`config.mk`:
```
export PLATFORM = sky130hd
export DESIGN_NAME = vcl2d_mult
export DESIGN_NICKNAME = d
export VERILOG_FILES = /design/src/rtl/core/vcl2d_pkg.sv /design/src/rtl/core/vcl2d_mult.sv
export SDC_FILE = /design/constraint.sdc
export NUM_CORES = 2
export LEC_CHECK = 0
export BUFFER_PORTS_ARGS = -buffer_cell sky130_fd_sc_hd__buf_4
export CAP_MARGIN = 30
export CORE_MARGIN = 4
export CORE_UTILIZATION = 35
export DETAILED_ROUTE_END_ITERATION = 6
export PLACE_DENSITY = 0.49
export RECOVER_POWER = 100
export REMOVE_ABC_BUFFERS = 1
export SETUP_SLACK_MARGIN = 0.2
export SYNTH_ARGS = -nofsm -noshare
export SYNTH_HDL_FRONTEND = slang
export SYNTH_SLANG_ARGS = --single-unit
```
`constraint.sdc`:
```
create_clock -name clock -period 8.3 [get_ports clock]
set_input_delay 2.075 -clock clock [delete_from_list [all_inputs] [get_ports clock]]
set_output_delay 2.075 -clock clock [all_outputs]
set_load 0.05 [all_outputs]
```
`src/rtl/core/vcl2d_pkg.sv`:
```
`timescale 1ns / 1ps

package vcl2d_pkg;

   // Accumulator, multiplier and result widths.
   localparam int ACC_W   = 48;
   localparam int MUL_W   = 25;
   localparam int PROD_W  = 2 * MUL_W;
   localparam int ROOT_W  = ACC_W / 2;
   localparam int COS_W   = 18;
   localparam int QUO_W   = 17;

   // Iteration counts of the square root and the division.
   localparam int SQRT_ITERS = ROOT_W;
   localparam int DIV_ITERS  = 16;
   localparam int IT_W       = $clog2(SQRT_ITERS);

   // Configuration port layout and register indexes.
   localparam int CSR_IDX_W  = 8;
   localparam int CSR_DATA_W = 32;
   localparam logic [CSR_IDX_W-1:0] CSR_METRIC_MODE = 8'd0;
   localparam logic [CSR_IDX_W-1:0] CSR_MIN_DENOM   = 8'd1;

   // Metric mode codes.
   localparam logic MODE_L2     = 1'b0;
   localparam logic MODE_COSINE = 1'b1;

   // 1.0 in Q2.16.
   localparam logic [COS_W-1:0] ONE_Q16 = 18'd65536;

endpackage

```
`src/rtl/core/vcl2d_mult.sv`:
```
`timescale 1ns / 1ps

// Shared signed multiplier with a registered product.
module vcl2d_mult
   import vcl2d_pkg::*;
(
   input  logic                     clock,
   input  logic signed [MUL_W-1:0]  op_a,
   input  logic signed [MUL_W-1:0]  op_b,
   output logic signed [PROD_W-1:0] prod_ff
);

   logic signed [PROD_W-1:0] prod_in;

   // The full product fits, so no truncation is needed.
   assign prod_in = op_a * op_b;

   always_ff @(posedge clock) begin
      prod_ff <= prod_in;
   end

endmodule

```
; ---- After elaboration in Yosys (flattened, before gate mapping)
; Cells that the tools add are included.
[word_totals]
reg_bits = 50
output_inout_bits = 50
wordCells = 2
[classes]
mul = 1
[op_table]
columns = op, n
row1 = $mul 25x25->50, 1

; ---- Logic depth before layout (Yosys ltp)
[depth]
word_depth = 1
mapped_depth = 27
depth_no_buf = 25

; ---- Least setup slack after synthesis
; OpenSTA, ideal clock, no wires.
[synth_path]
path_type = input -> register
startpoint = input port op_a[24]
endpoint = register prod_ff[47]
setup_time_ns = 0.135
arrival_time_ns = 8.835
setup_slack_ns = -0.671
stages = 24
path_cell_list = clkbuf_1 nand2_1 inv_1 fa_1 inv_1 fa_1 inv_1 fa_1 inv_1 fa_1 fa_1 fa_1 fa_1 inv_1 ha_1 clkbuf_1 nand4_1 nor3_2 and3_1 a211oi_4 o32ai_2 nor3_1 o21ai_1 o2111ai_1
[synth_via]
elab_chain_len = 1
[synth_lines]
columns = element, line
row1 = start: declaration, vcl2d_mult.sv:8  ; input logic signed [MUL_W-1:0] op_a,
row2 = $mul 25x25->50, vcl2d_mult.sv:16  ; assign prod_in = op_a * op_b;
row3 = via prod_in[47], vcl2d_mult.sv:13  ; logic signed [PROD_W-1:0] prod_in;
row4 = end signal: assignment, vcl2d_mult.sv:19  ; prod_ff <= prod_in;
row5 = end: declaration, vcl2d_mult.sv:10  ; output logic signed [PROD_W-1:0] prod_ff
; The timed path passes the listed nets, and every way through them passes these cells.

; ---- Worst setup path in the final report
[layout_path]
startpoint = input port op_a[9]
endpoint = register prod_ff[49]
; The elaborated chain is that of the path after synthesis.

==> impl_metrics.ini <==
[global_route]
grt_overflow = 0
grt_use_total_pct = 18.64
grt_pass1_vias = 19630
grt_pass1_wl_mm = 108.3
grt_max_degree = 26
antenna_found_initial = 1

[route]
dr.pass1.iters = 6
avgRoutedWirePerCell_um = 17.93
vias = 17530
routed_wl_mm = 67.57
avgViaCountPerCell = 4.652
ant_nets = 0
drcViolationCount = 0
drt_iter0_drc = 862

[finish]
seqCellArea_mm2 = 0.001001
nets = 3686
diodes = 0
reg_top3 = prod_ff (50)
final_common_cell = inv_1
largest_reg_flops = 50
area_growth_pct = 18.80
drive_gt1_share_pct = 16.36
multi_input_area_mm2 = 0.02077
regMostFlops = prod_ff
final_cell_area_mm2 = 0.02880
nFillCells = 6853
final_cell_mix = inv_1, fa_1, nand2_1, and2_1, buf_4

[hold_path]
min_path_type = in2reg

[synth]
synth.distinct_cells = 59
synthFlopType = dfxtp_1
avgSynthCellArea_um2 = 9.383
yosysWarnings = 0
synthTopCellsByArea = fa_1, inv_1, and2_1
ys_ff_latch = 50
postSynth.asyncResetShare_pct = 0
synthCells = 2584
yosysSeqAreaShare_pct = 4.128
yosys.area.top_type = fa_1
synth_edf_count = 0
yosys.area.top_type_share_pct = 54.33
synth_area_mm2 = 0.02425

[sta]
drv_slew = 0
setup_tns_ns = 0
layout_setup_ws_ns = 0.1574
timing.final.crit_period_ns = 8.143
period_share_pct = 98.10
setup_viol = 0
rsz0062_at_grt = true
tightestPinTransition_ns = 0.6750
hold_viol = 0
fmax_mhz = 122.8
maxSlewHeadroom_pct = 55.19

[critical_path]
crit_buf_inv = 7
crit_path_start_kind = primary input
endpoint_kind = register
crit_required_ns = 8.53
crit_family = adder cells
crit_type = in2reg
critical_path.max_fanout = 6
crit_slowest_cell = fa_1
cp_common_cell = fa_1
crit_arrival_ns = 8.37
slowest_delay_ns = 0.58

[floorplanning]
io_pins = 101
initial_core_util_pct = 35.35
placementRows = 96
core_mm2 = 0.06859
die_h_um = 271.2
die_w_um = 271.2
dieArea_mm2 = 0.07355

[place]
post-place-ws_ns = -0.5372
place_congestion = 0.8548
io_buffers = 100
hpwlAfterDp_mm = 60.01
dpl_cell_area_mm2 = 0.02765

[clocking]
htree_levels = 2
clk_path_buf_depth = 2
clkTransAtPathRegs_ns = 0.07
cts_made_buffers = 5
holdBufCountCts = 0
clock_sinks = 50
cts_tree = built
cts_root_buf = clkbuf_16

[run]
drv_cap = 0

[outcome]
status = finished, final reports clean
[area by class of cell]
cell class	count	area share (%)
multi-input combinational	1722	72.12
timing repair buffer	353	10.57
inverter	704	9.174
tap	931	4.044
sequential	50	3.475
clock buffer	6	0.4822
clock inverter	2	0.1347
[per-stage QoR]
stage	hold WS [ns]	utilization, %	std cells
after floorplan	2.197	-	2476
after global placement	2.508	40.32	3743
after detailed placement	2.509	40.32	3743
after CTS	2.173	41.14	3755
after global routing	2.194	42.00	3768
final	2.193	42.00	3768
[layer usage]
metal | wire (um) | up-vias | track usage [%]
met5 | 0 | - | 0
met4 | 1242 | 0 | 3.257
met3 | 2351 | 56 | 1.282
met2 | 34780 | 336 | 33.50
met1 | 29200 | 9274 | 25.20
li1 | - | 7863 | -
[synthesized netlist by cell type, types with 3 or more instances]
cell type	number
fa_1	658
clkbuf_1	108
xnor2_1	38
nor2b_1	19
inv_1	704
a31oi_1	6
and3_1	3
nand4_1	6
o21ai_2	3
a21o_1	18
a21oi_1	50
dfxtp_1	50
nor2_1	22
o21a_1	4
nand3_1	7
o21bai_1	9
ha_1	141
nand2b_1	8
nand2_1	313
a211o_1	4
or2_2	3
o211ai_1	5
xor2_1	19
o21ai_0	17
and2_1	319
nor3_1	6
o2111ai_1	3
a21oi_2	4
[logic make-up after synthesis]
logic type                 after synthesis  synth area share [%]
adders and majority gates              799                 61.61
AOI/OAI and AO/OA                      151                 4.531
buffers and inverters                  812                 12.57
DFF                                     50                 4.128
xor gates and xnor gates                57                 2.059
and+or+nand+nor                        714                 15.06
muxes                                    1               0.04644
[final timing paths]
path	from	end	slack, ns	cells past startpoint
max	op_a[9]	prod_ff[49]$_DFF_P_	0.16	25
min	op_b[0]	prod_ff[0]$_DFF_P_	2.19	2
[repair_timing]
action / CTS / global route
setup buffers: 4 / 9
endpoints found under the setup margin: 12 / 17
gates resized for setup: 84 / 162
cloned: 0 / 4
pin swaps: 52 / 93
Power is left out: the tool's default activity adds up to more than one toggle a clock period on the data nets, which glitch-free logic cannot reach.
